--- config.mk ---
export PLATFORM = sky130hd
export DESIGN_NAME = pnt_div
export DESIGN_NICKNAME = d
export VERILOG_FILES = /design/src/rtl/core/pnt_pkg.sv /design/src/rtl/core/pnt_div.sv
export SDC_FILE = /design/constraint.sdc
export NUM_CORES = 1
export LEC_CHECK = 0
export ABC_AREA = 1
export BUFFER_PORTS_ARGS = -buffer_cell sky130_fd_sc_hd__buf_4
export CORE_UTILIZATION = 59
export DETAILED_ROUTE_END_ITERATION = 6
export PLACE_DENSITY = 0.8
export SLEW_MARGIN = 15
export SYNTH_ARGS = -nofsm -noshare
export SYNTH_HDL_FRONTEND = slang
export SYNTH_SLANG_ARGS = --single-unit
--- constraint.sdc ---
create_clock -name clk -period 2.6 [get_ports clk]
set_clock_uncertainty 0.05 [all_clocks]
set_input_delay 0.52 -clock clk [delete_from_list [all_inputs] [get_ports clk]]
set_output_delay 0.52 -clock clk [all_outputs]
set_load 0.02 [all_outputs]
--- src/rtl/core/pnt_pkg.sv ---
package pnt_pkg;

  // Width of the number under test.
  localparam int NUMBER_WIDTH = 16;
  // The running sum stays below twice the number, with headroom.
  localparam int SUM_WIDTH    = NUMBER_WIDTH + 2;
  // Step counter of the bit-serial divider: one step per dividend bit.
  localparam int STEP_WIDTH   = (NUMBER_WIDTH > 1) ? $clog2(NUMBER_WIDTH) : 1;
  // Stream data widths, rounded up to whole bytes.
  localparam int IN_TDATA_WIDTH  = ((NUMBER_WIDTH + 7) / 8) * 8;
  localparam int OUT_TDATA_WIDTH = 8;

  typedef logic [NUMBER_WIDTH-1:0] number_t;
  typedef logic [SUM_WIDTH-1:0]    sum_t;
  typedef logic [STEP_WIDTH-1:0]   step_t;

  // Request from the sequencer to the remainder unit.
  typedef struct packed {
    logic    start;
    number_t dividend;
    number_t divisor;
  } div_req_t;

  // Response from the remainder unit.
  typedef struct packed {
    logic busy;
    logic done;
    logic rem_zero;
  } div_rsp_t;

  typedef enum logic [2:0] {
    ST_IDLE,
    ST_TEST,
    ST_WAIT,
    ST_CHECK,
    ST_DONE
  } seq_state_t;

endpackage

--- src/rtl/core/pnt_div.sv ---
module pnt_div
  import pnt_pkg::*;
(
  input  logic     clk,
  input  logic     rst_n,
  input  div_req_t req,
  output div_rsp_t rsp
);

  logic    busy_r, busy_nxt;
  logic    done_r, done_nxt;
  step_t   step_r, step_nxt;
  number_t rem_r, rem_nxt;
  number_t dvd_r, dvd_nxt;
  number_t dsr_r, dsr_nxt;

  logic [NUMBER_WIDTH:0] trial;
  logic [NUMBER_WIDTH:0] diff;

  // Restoring division, one quotient bit per cycle.
  always_comb begin
    trial    = {rem_r, dvd_r[NUMBER_WIDTH-1]};
    diff     = trial - {1'b0, dsr_r};
    busy_nxt = busy_r;
    done_nxt = 1'b0;
    step_nxt = step_r;
    rem_nxt  = rem_r;
    dvd_nxt  = dvd_r;
    dsr_nxt  = dsr_r;
    if (req.start && !busy_r) begin
      busy_nxt = 1'b1;
      step_nxt = step_t'(NUMBER_WIDTH - 1);
      rem_nxt  = '0;
      dvd_nxt  = req.dividend;
      dsr_nxt  = req.divisor;
    end else if (busy_r) begin
      if (trial >= {1'b0, dsr_r}) begin
        rem_nxt = diff[NUMBER_WIDTH-1:0];
      end else begin
        rem_nxt = trial[NUMBER_WIDTH-1:0];
      end
      dvd_nxt = {dvd_r[NUMBER_WIDTH-2:0], 1'b0};
      if (step_r == '0) begin
        busy_nxt = 1'b0;
        done_nxt = 1'b1;
      end else begin
        step_nxt = step_r - 1'b1;
      end
    end
  end

  always_ff @(posedge clk) begin
    if (!rst_n) begin
      busy_r <= 1'b0;
      done_r <= 1'b0;
      step_r <= '0;
    end else begin
      busy_r <= busy_nxt;
      done_r <= done_nxt;
      step_r <= step_nxt;
    end
  end

  always_ff @(posedge clk) begin
    rem_r <= rem_nxt;
    dvd_r <= dvd_nxt;
    dsr_r <= dsr_nxt;
  end

  assign rsp.busy     = busy_r;
  assign rsp.done     = done_r;
  assign rsp.rem_zero = (rem_r == '0);

endmodule
* After elaboration in Yosys (flattened, before gate mapping)
Cells that the tools add are included.
** Storage, ports and cells
- Register bits :: 54
- Latch bits :: 0
- RAM bits :: 0
- Bits in read-only memories :: 0
- Output and inout bits :: 3
- Memories kept :: 0
** Operators by class
- Add/sub/neg operators :: 2
- $mul :: 0
- Divide/modulo/power cells :: 0
- Magnitude comparators :: 1
- Equality and inequality tests :: 1
- Shifts and indexed selects :: 0
- Multiplexer cells :: 10
- Bitwise gates (word level) :: 2
- Reduce and logical (&&, ||, !) cells :: 7
** Operators by type and width (count)
- 2-to-1 mux 16 bit :: 3
- greater-or-equal comparator 17 x 16 -> 1 bit :: 1
- logical NOT 16 bit :: 1
- subtractor 16 bit :: 1
- 2-to-1 mux 4 bit :: 3
- logical NOT 4 bit :: 1
- 2-to-1 mux 1 bit :: 4
- subtractor 4 x 1 -> 4 bit (second input constant) :: 1
- OR reduction 3 bit :: 1
- inequality test 2 bit (second input constant) :: 1
- inverter 1 bit :: 2
- AND reduction 2 bit :: 1
- nonzero test 2 bit :: 1
- logical AND 1 bit :: 1
- logical NOT 1 bit :: 1

* Longest topological paths before layout
Gate-level depths: netlist (run 1).
- Depth in word-level cells :: 4
- Gate-level depth with buffers :: 14
- Depth with buffers taken out :: 14

* Least setup slack after synthesis (run 1)
Ideal clock, no wire load.
- Path kind :: in2reg
- Start point :: in req[32] (netlist name)
- End point :: reg dsr_r[0], enable pin
- Library setup time :: 0.386 ns
- Arrival :: 1.429 ns
- Data required time :: 2.164 ns
- Slack :: 0.735 ns
- Stages on the path :: 3
- Buffers on the path :: 1
- Cell sequence :: inv_1 > nor2_2 > clkbuf_1
** On the way
- Cells in the longest elaborated chain, start to end :: 1
** RTL lines
- start, declared :: line pnt_div.sv:6 : input div_req_t req,
- logical AND 1 bit :: line pnt_div.sv:30 : if (req.start && !busy_r) begin
- end signal, assigned :: line pnt_div.sv:67 : dsr_r <= dsr_nxt;
- end, declared :: line pnt_div.sv:15 : number_t dsr_r, dsr_nxt;
No other way between the ends.
A chain may end at the register's enable or synchronous reset.

* Worst setup path in the final report (run 1)
- Start point :: reg rem_r[9]
- End point :: reg rem_r[5]
** On the way
- Cells in the longest elaborated chain, start to end :: 2
** RTL lines
- start, declared :: line pnt_div.sv:13 : number_t rem_r, rem_nxt;
- start signal, assigned :: line pnt_div.sv:65 : rem_r <= rem_nxt;
- greater-or-equal comparator 17 x 16 -> 1 bit :: line pnt_div.sv:37 : if (trial >= {1'b0, dsr_r}) begin
- 2-to-1 mux 16 bit :: line pnt_div.sv:37
No other way between the ends.

==> metrics.md, run 1 <==
| Metric | Value |
|---|---|
| Min-Delay Path Class | input port to register |
| Post-synth EDFFs | 32 |
| Top post-synthesis cells by count | nand2_1, inv_1, nand3_1 |
| CTS buffer count | 5 |
| Switching share of power | 0.450 |
| Flop pwr share | 0.308 |
| Initial antenna violation count | 0 |
| Root buf cell | clkbuf_8 |
| Tmin final | 2240 ps |
| RSZ-0062 raised after global routing | no |
| # resized after CTS | 0 |
| Leakage | 1.99 nW |
| Mapped Area | 3380 sq um |
| Vias | 2953 |
| P_int | 2.20 mW |
| Clock power frac | 0.147 |
| Share of layout cells above drive strength 1 | 0.159 |
| Mean post-synth cell area | 7.52 sq um |
| Dpl ws | 449 ps |
| Max Freq | 447 MHz |
| PwrDens | 1040 nW/um^2 |
| CP required | 2750 ps |
| Peak supply drop | 0.000464 V |
| Worst-Margin Slew | 542 ps |
| Syn Nets | 503 |
| CP Class | register to register |
| Chip height | 77.7 um |
| IO buf count | 37 |
| Starting Density | 0.615 |
| Final Hold Vio Count | 0 |
| H-tree Lvls | 2 |
| Status | completed |
| Die X | 77.7 um |
| Clock Sinks | 54 |
| Hold buffer count at CTS | 0 |
| Vias per cell | 5.25 |
| Synth top area share | 0.284 |
| Max-cap violations | 0 |
| Placed cell count | 555 |
| Crit-path max FO | 12 |
| Post-DP Area | 3720 sq um |
| Total Wirelength | 7.38 mm |
| Sequential area share after synthesis | 0.414 |
| Routed WL per cell | 13.1 um |
| GPL Wtd Cong | 0.895 |
| Synth cell types | 35 |
| Synth Flop Type | edfxtp_1 |
| Setup crit end kind | register |
| Hpwl dp | 5.49 mm |
| Yosys reg bits | 54 |
| Die area | 6040 sq um |
| Aggregate global routing overflow | 0 |
| Final nets | 543 |
| Worst EP arrival | 2390 ps |
| Post-Layout Cell Count | 563 |
| First-pass GRT wire length | 12.6 mm |
| Uppermost routed layer | met4 |
| Metal2 WL | 3.60 mm |
| Drt drc | 0 |
| Synth Instances | 450 |
| Antenna-violating nets left | 0 |
| DRT Pass-1 Iters | 4 |
| Most frequent cell after synthesis | nand2_1 |
| Sw Pwr | 1.80 mW |
| Io pins | 38 |
| N_diodes | 0 |
| Largest net degree at the start of global routing | 24 |
| Post-CTS setup buffers | 0 |
| Combinational Power Share | 0.545 |
| Synth area leaders | edfxtp_1, nand2_1, dfxtp_1, inv_1, nand3_1 |
| Core area | 5510 sq um |
| CTS tree | yes |
| Setup violations, final | 0 |
| Post-synth ARST share | 0 |
| Tcrit/Tclk final | 0.860 |
| Kind of start point of the critical path | register |
| Slew Limit Fails | 0 |
| 1st-iter DRT viols | 257 |
| Design area | 3840 sq um |
| FP Rows | 27 |
| Worst-path clk slew | 100 ps |
| Global Route Usage Sum | 0.266 |
| Clock latency at the later pin of the worst-skew pair | 310 ps |
| Met3 routed WL | 358 um |
| Rel. slew slack | 0.638 |
| Vias in the first global route | 2834 |
| Setup ws final | 365 ps |
| Met1 wire length | 3.23 mm |
| Ys Warns | 0 |
| Yosys top cell by area | edfxtp_1 |
| CTS max path bufs | 2 |
| Area grow syn2layout | 13.5% |
| Setup tns final | 0 ps |
-- kinds of logic (layout without fill, tap and decap cells) --
family | Yosys count | after routing | share of synthesized area
XOR/XNOR | 7 | 7 | 0.0181
adder cells (fa/ha/maj) | 18 | 18 | 0.0688
AND/OR/NAND/NOR | 260 | 260 | 0.354
flip-flops | 54 | 54 | 0.414
AO/OA/AOI/OAI | 23 | 23 | 0.0381
buffers and inverters | 88 | 129 | 0.107
-- cells in the final DEF, fill, tap and decap left out, types with 8 or more instances in the layout --
cell        n
nand3_1    43
inv_1      77
nand4_1     8
dfxtp_1    22
ha_1       17
buf_4      42
nand3_2     9
nor2_1     20
edfxtp_1   32
a21oi_1    10
o21ai_0     8
nand2_1   154
-- cell type report --
class,instances,area [sq um]
sequential,54,1400
multi-input combinational,308,1620
timing repair buffer,42,315
clock inverter,3,48.8
fill,451,1660
clock buffer,5,68.8
inverter,79,297
tap,72,90.1
-- state kept, by name (all words and copies together), names as in the netlist --
name    cells
dvd_r      16
step_r      4
done_r      1
rem_r      16
busy_r      1
dsr_r      16
-- per-layer routing --
layer / vias to the layer above / global-route usage
met1: 1335 / 0.342
met5: - / 0
met4: 0 / 0.104
met2: 95 / 0.446
met3: 21 / 0.0435
li1: 1502 / -
-- power groups by stage --
stage	clock network, mW	logic (mW)	registers (mW)
5_1_grt	0.621	2.43	1.25
6_report	0.587	2.18	1.23
3_3_place_gp	0	2.08	1.24
2_1_floorplan	0	1.72	1.21
4_1_cts	0.598	2.14	1.23
3_5_place_dp	0	2.11	1.24
-- worst paths after layout --
kind | from | endpoint | slack, ps | cells past startpoint
max | rem_r[9]$_SDFFE_PP0P_ | rem_r[5]$_SDFFE_PP0P_ | 360 | 12
min | req[13] | dsr_r[13]$_DFFE_PP_ | 320 | 1
max reg2reg | rem_r[9]$_SDFFE_PP0P_ | rem_r[5]$_SDFFE_PP0P_ | 360 | 12
min reg2reg | rem_r[10]$_SDFFE_PP0P_ | rem_r[10]$_SDFFE_PP0P_ | 440 | 2
-- worst max-delay path, cell delays in order (launching register included) --
cell and delay, ps:
dfxtp_1 360, ha_1 390, nand2_1 100, nand2_1 100, nand2_1 80, nand2_1 60, nand2_1 90, nand2_2 70
nor2_4 330, buf_4 230, nand3_1 80, nand3_1 100, o21ai_0 80
-- through the flow --
step | util | power [mW] | hold WS, ps
after floorplan | - | 2.93 | 398
after global placement | 0.676 | 3.32 | 416
after detailed placement | 0.676 | 3.35 | 420
after CTS | 0.698 | 3.97 | 318
after global routing | 0.698 | 4.30 | 312
final | 0.698 | 4.00 | 324
(Power assumes the default switching activity.)
==> run 2: changes to the inputs <==
--- a/config.mk
+++ b/config.mk
@@ -11,4 +11,5 @@
 export DETAILED_ROUTE_END_ITERATION = 6
 export PLACE_DENSITY = 0.8
+export REMOVE_ABC_BUFFERS = 1
 export SLEW_MARGIN = 15
 export SYNTH_ARGS = -nofsm -noshare
--- a/constraint.sdc
+++ b/constraint.sdc
@@ -3,3 +3,3 @@
 set_input_delay 0.52 -clock clk [delete_from_list [all_inputs] [get_ports clk]]
 set_output_delay 0.52 -clock clk [all_outputs]
-set_load 0.02 [all_outputs]
+set_load 0.01 [all_outputs]
==> run 2 against run 1 <==
Compared with the run above:
- via count shrank 2.4%
- global-route usage decreased by 0.99 points
- final area down 0.39%
- fmax grew 5.4%
- wire length decreased by 3.6%
- first-iteration DRC count shrank 35%
- die area unchanged
- critical path depth decreased by 1
- combinational power shrank 3%
- highest routed layer unchanged
- core utilization decreased by 0.27 points
- critical path type unchanged
- worst setup slack improved by 110 ps
==> metrics.md, run 2 (same netlist as run 1, synthesis figures left out) <==
| Metric | Value |
|---|---|
| Status | completed |
| # resized after CTS | 0 |
| Io pins | 38 |
| Fillers | 485 |
| Largest net degree at the start of global routing | 19 |
| Die area | 6040 sq um |
| Worst-Margin Slew | 641 ps |
| Area grow syn2layout | 13.1% |
| Antenna-violating nets left | 0 |
| Setup tns final | 0 ps |
| CP Class | register to register |
| Total Wirelength | 7.12 mm |
| Clock Sinks | 54 |
| R2R Path Start | dsr_r[3]$_DFFE_PP_ |
| Leakage | 1.99 nW |
| FP Rows | 27 |
| Most frequent cells in the layout | nand2_1, inv_1, buf_4 |
| Setup violations, final | 0 |
| Max-cap violations | 0 |
| Chip height | 77.7 um |
| Vias in the first global route | 2743 |
| Root buf cell | clkbuf_8 |
| Most common cell after layout, fill and taps aside | nand2_1 |
| Tcrit/Tclk final | 0.816 |
| Final nets | 545 |
| Max Freq | 471 MHz |
| CTS max path bufs | 2 |
| N_diodes | 0 |
| Hold buffer count at CTS | 0 |
| Top flop regs | dsr_r x16, dvd_r x16, rem_r x16 |
| Setup crit start | dsr_r[3]$_DFFE_PP_ |
| Crit-path max FO | 18 |
| H-tree Lvls | 2 |
| Hpwl dp | 5.45 mm |
| Core area | 5510 sq um |
| Vias | 2882 |
| Final Power | 3.83 mW |
| Initial antenna violation count | 0 |
| Clock latency at the later pin of the worst-skew pair | 310 ps |
| Multi-input logic area | 1620 sq um |
| Slew Limit Fails | 0 |
| Worst-path clk slew | 100 ps |
| R2r setup slk | 480 ps |
| CTS tree | yes |
| Rel. slew slack | 0.572 |
| Share of layout cells above drive strength 1 | 0.162 |
| Setup crit end kind | register |
| 1st-iter DRT viols | 168 |
| GPL Wtd Cong | 0.908 |
| Tmin final | 2120 ps |
| Post-CTS setup buffers | 0 |
| DRT Pass-1 Iters | 4 |
| Register area | 1400 sq um |
| Worst EP arrival | 2280 ps |
| CTS buffer count | 5 |
| Aggregate global routing overflow | 0 |
| Final Hold Vio Count | 0 |
| Drt drc | 0 |
| Peak supply drop | 0.000466 V |
| Starting Density | 0.615 |
| HP Start | req[3] |
| Min-Delay Path Class | input port to register |
| PwrDens | 1000 nW/um^2 |
| RSZ-0062 raised after global routing | no |
| Die X | 77.7 um |
| Routed WL per cell | 12.6 um |
| Global Route Usage Sum | 0.256 |
| First-pass GRT wire length | 12.1 mm |
| Kind of start point of the critical path | register |
| IO buf count | 37 |
| Vias per cell | 5.10 |
| CP required | 2760 ps |
[run 2: worst paths after layout]
| kind | endpoint | depth (start not counted) |
|---|---|---|
| max | rem_r[4]$_SDFFE_PP0P_ | 11 |
| min | dsr_r[3]$_DFFE_PP_ | 1 |
| max reg2reg | rem_r[4]$_SDFFE_PP0P_ | 11 |
| min reg2reg | rem_r[10]$_SDFFE_PP0P_ | 2 |
[run 2: cell type report]
cell class,count,area share
Multi-Input combinational cell,308,0.424
Sequential cell,54,0.366
Timing Repair Buffer,44,0.0863
Inverter,79,0.0775
Tap cell,72,0.0235
Clock buffer,5,0.0180
Clock inverter,3,0.00490
[run 2: per-layer routing]
metal | part of all wire | vias up | wire length, um | track usage
li1 | - | 1513 | - | -
met1 | 0.46 | 1302 | 3270 | 0.324
met2 | 0.49 | 58 | 3480 | 0.445
met3 | 0.040 | 9 | 285 | 0.0494
met4 | 0.012 | 0 | 85 | 0.0698
met5 | 0 | - | 0 | 0
[run 2: worst max-delay path, cell delays in order, from the launching register on]
cell and delay, ps:
edfxtp_1 340, inv_1 40, ha_1 340, nand2_1 100
nor2_1 160, nand3_1 120, nand3_1 170, nand2_4 180
nand2_4 260, nand2_1 80, nand3_1 80, o21ai_0 80
[run 2: metrics by stage]
stage	setup WS, ps	util	hold slack, ps	instance area (sq um)	cells
5_1_grt	261	0.695	307	3830	565
4_1_cts	457	0.695	314	3830	565
2_1_floorplan	141	-	398	3320	441
3_5_place_dp	482	0.679	421	3740	557
6_report	479	0.695	325	3830	565
3_3_place_gp	524	0.679	413	3740	557
[run 2: power breakdown]
group	total, mW	switching (mW)	internal, mW	leakage (nW)
sequential	1.23	0.130	1.11	0.499
combinational	2.12	1.32	0.798	1.45
clock	0.481	0.290	0.191	0.0483
==> run 3: changes to the inputs <==
ABC_AREA = 0   (was 1)
CORE_UTILIZATION = 53   (was 59)
PLACE_DENSITY = 0.77   (was 0.8)
clock period = 1.87 ns   (was 2.6 ns; I/O delays follow)
==> run 3 against run 2 <==
Compared with the run above:
- the flow now finishes with violations (setup timing)
- via count fell by 10%
- critical path depth fell by 1
- sequential share of layout area fell by 2.9 points
- fmax fell by 8.9%
- worst setup slack got worse by 940 ps
- flip-flop and latch count did not move
- final cell count fell by 17%
- total power rose by 53%
- critical endpoint is now rem_r[12]$_SDFFE_PP0P_
- largest cell class unchanged
- highest routed layer unchanged
==> metrics.md, run 3 <==
| Metric | Value |
|---|---|
| R2r setup slk | -460 ps |
| Hpwl dp | 5.24 mm |
| Clock Sinks | 54 |
| Max incr delay on CP | 410 ps |
| Vias | 2590 |
| CP required | 2030 ps |
| Clock latency at the later pin of the worst-skew pair | 320 ps |
| Min-Delay Path Class | input port to register |
| Most frequent cells in the layout | buf_4, nand2_1, edfxtp_1 |
| Tcrit/Tclk final | 1.25 |
| Vias per cell | 5.50 |
| Most common cell after layout, fill and taps aside | buf_4 |
| Tmin final | 2330 ps |
| Chip height | 79.7 um |
| Crit-path max FO | 3 |
| Worst-path clk slew | 110 ps |
| Max Freq | 430 MHz |
| CTS max path bufs | 2 |
| Flop pwr share | 0.298 |
| Status | finished with violations |
| Worst EP arrival | 2490 ps |
| Aggregate global routing overflow | 0 |
| Drt drc | 0 |
| Root buf cell | clkbuf_8 |
| Rel. slew slack | 0.571 |
| N_diodes | 0 |
| Leakage | 1.79 nW |
| Synth top area share | 0.301 |
| Kind of start point of the critical path | register |
| CTS buffer count | 5 |
| Switching share of power | 0.382 |
| H-tree Lvls | 2 |
| CP delay by family, top | compound AO/OA/AOI/OAI gates |
| IO buf count | 37 |
| Routed WL per cell | 15.2 um |
| Worst-Margin Slew | 642 ps |
| Io pins | 38 |
| CP Buf/Inv Count | 2 |
| Hold buffer count at CTS | 0 |
| Synth Flop Type | edfxtp_1 |
| PwrDens | 1410 nW/um^2 |
| Sw Pwr | 2.24 mW |
| Dpl ws | -597 ps |
| Die X | 79.7 um |
| Setup crit end kind | register |
| Clock power frac | 0.117 |
| Sequential area share after synthesis | 0.438 |
| Total Wirelength | 7.14 mm |
| Area grow syn2layout | 30.2% |
| Core area | 5680 sq um |
| CTS tree | yes |
| RSZ-0062 raised after global routing | yes |
| Synth Instances | 308 |
| Cell Chain, Critical Path | inv_2 > ha_4 > inv_2 > fa_2 > a21o_2 > a311o_1 > a21oi_2 > a21oi_2 > xor2_1 > a31o_1 |
| Antenna-violating nets left | 0 |
| Starting Density | 0.563 |
| Vias in the first global route | 2541 |
| GPL Wtd Cong | 0.859 |
| CP Class | register to register |
| Most frequent cell after synthesis | nand2_1 |
| Post-synth EDFFs | 32 |
| Slowest cell on crit path | edfxtp_1 |
| Combinational Power Share | 0.585 |
| Failing checks | setup timing |
| Final Power | 5.87 mW |
| P_int | 3.62 mW |
| 1st-iter DRT viols | 146 |
| Setup violations, final | 16 |
| Top flop regs | dsr_r x16, dvd_r x16, rem_r x16 |
| Initial antenna violation count | 0 |
| Final nets | 451 |
| Ys Warns | 0 |
| Post-synth ARST share | 0 |
| Largest net degree at the start of global routing | 33 |
| Yosys reg bits | 54 |
| Mean post-synth cell area | 10.4 sq um |
| Top post-synthesis cells by count | nand2_1, edfxtp_1, dfxtp_1, inv_1, ha_1 |
| Mapped Area | 3200 sq um |
| DRT Pass-1 Iters | 4 |
| Die area | 6350 sq um |
| First-pass GRT wire length | 12.0 mm |
| FP Rows | 27 |
| Synth area leaders | edfxtp_1, dfxtp_1, ha_1, mux2_2, nand2_1 |
| Setup ws final | -458 ps |
| Global Route Usage Sum | 0.248 |
| Peak supply drop | 0.000847 V |
| Yosys top cell by area | edfxtp_1 |
| Final Hold Vio Count | 0 |
| Max-cap violations | 0 |
| Slew Limit Fails | 0 |
| Synth cell types | 47 |
| Hold_ws | 172 ps |
| Share of layout cells above drive strength 1 | 0.401 |
[run 3: cell count changes in the layout (fill, tap and decap cells not counted), sizes merged, moves of 6 or more]
cell	previous run	this run
nand3	52	3
nand2	162	40
mux2	0	15
a21oi	11	17
o31ai	0	7
a31o	0	6
o211ai	0	14
buf	44	101
inv	79	22
nor2	25	11
[run 3: logic make-up (layout without fill, tap and decap cells)]
kind of cell / Yosys count / in the layout / share of synthesized area
adders and majority gates: 18 / 18 / 0.0728
muxes: 15 / 15 / 0.0528
and+or+nand+nor: 88 / 88 / 0.131
AOI/OAI and AO/OA: 78 / 78 / 0.196
xor gates and xnor gates: 15 / 15 / 0.0411
buffers and inverters: 40 / 131 / 0.0673
DFF: 54 / 54 / 0.438
[run 3: what timing repair did]
action,in CTS,in global routing
pin swaps,20,4
buffers inserted,2,1
resized for setup,20,10
setup endpoints to repair,17,17
[run 3: layer usage]
| metal | track usage | share of wire |
|---|---|---|
| met3 | 0.0400 | 0.063 |
| met1 | 0.325 | 0.43 |
| met4 | 0.0727 | 0.0094 |
| met5 | 0 | 0 |
| met2 | 0.419 | 0.50 |
[run 3: power by group through the flow]
stage	clock network, mW	registers [mW]	logic, mW
2_1_floorplan	0	1.72	1.71
3_3_place_gp	0	1.72	2.99
3_5_place_dp	0	1.73	3.07
4_1_cts	0.690	1.72	3.31
5_1_grt	0.744	1.77	3.74
6_report	0.687	1.75	3.43
[run 3: path summary, 6_finish.rpt]
| check | startpoint | endpoint | depth (start not counted) |
|---|---|---|---|
| max | dvd_r[15]$_DFFE_PP_ | rem_r[12]$_SDFFE_PP0P_ | 10 |
| min | req[0] | dsr_r[0]$_DFFE_PP_ | 1 |
| max reg2reg | dvd_r[15]$_DFFE_PP_ | rem_r[12]$_SDFFE_PP0P_ | 10 |
| min reg2reg | dvd_r[4]$_DFFE_PP_ | dvd_r[5]$_DFFE_PP_ | 1 |
[run 3: worst reg2reg max path: cells and delay by family (launching register included)]
kind                     cells  cell delay (ps)
AO/OA/AOI/OAI                5             1030
flip-flops                   1              410
adder cells (fa/ha/maj)      2              460
buffers and inverters        2              120
XOR/XNOR                     1              150
[run 3: through the flow]
stage | instances | area, sq um | TNS (ps) | utilization
after CTS | 470 | 4100 | -4910 | 0.723
after global placement | 460 | 3910 | -5360 | 0.688
after floorplan | 290 | 3060 | -41600 | -
after global routing | 471 | 4160 | -6270 | 0.733
after detailed placement | 460 | 3910 | -6920 | 0.688
final | 471 | 4160 | -4920 | 0.733
[run 3: final cells by class]
class | instances | area, sq um
Multi-Input combinational cell | 214 | 1700
Fill cell | 403 | 1510
Sequential cell | 54 | 1410
Timing Repair Buffer | 101 | 790
Tap cell | 72 | 90.1
Inverter | 22 | 82.6
Clock buffer | 5 | 68.8
Clock inverter | 3 | 26.3
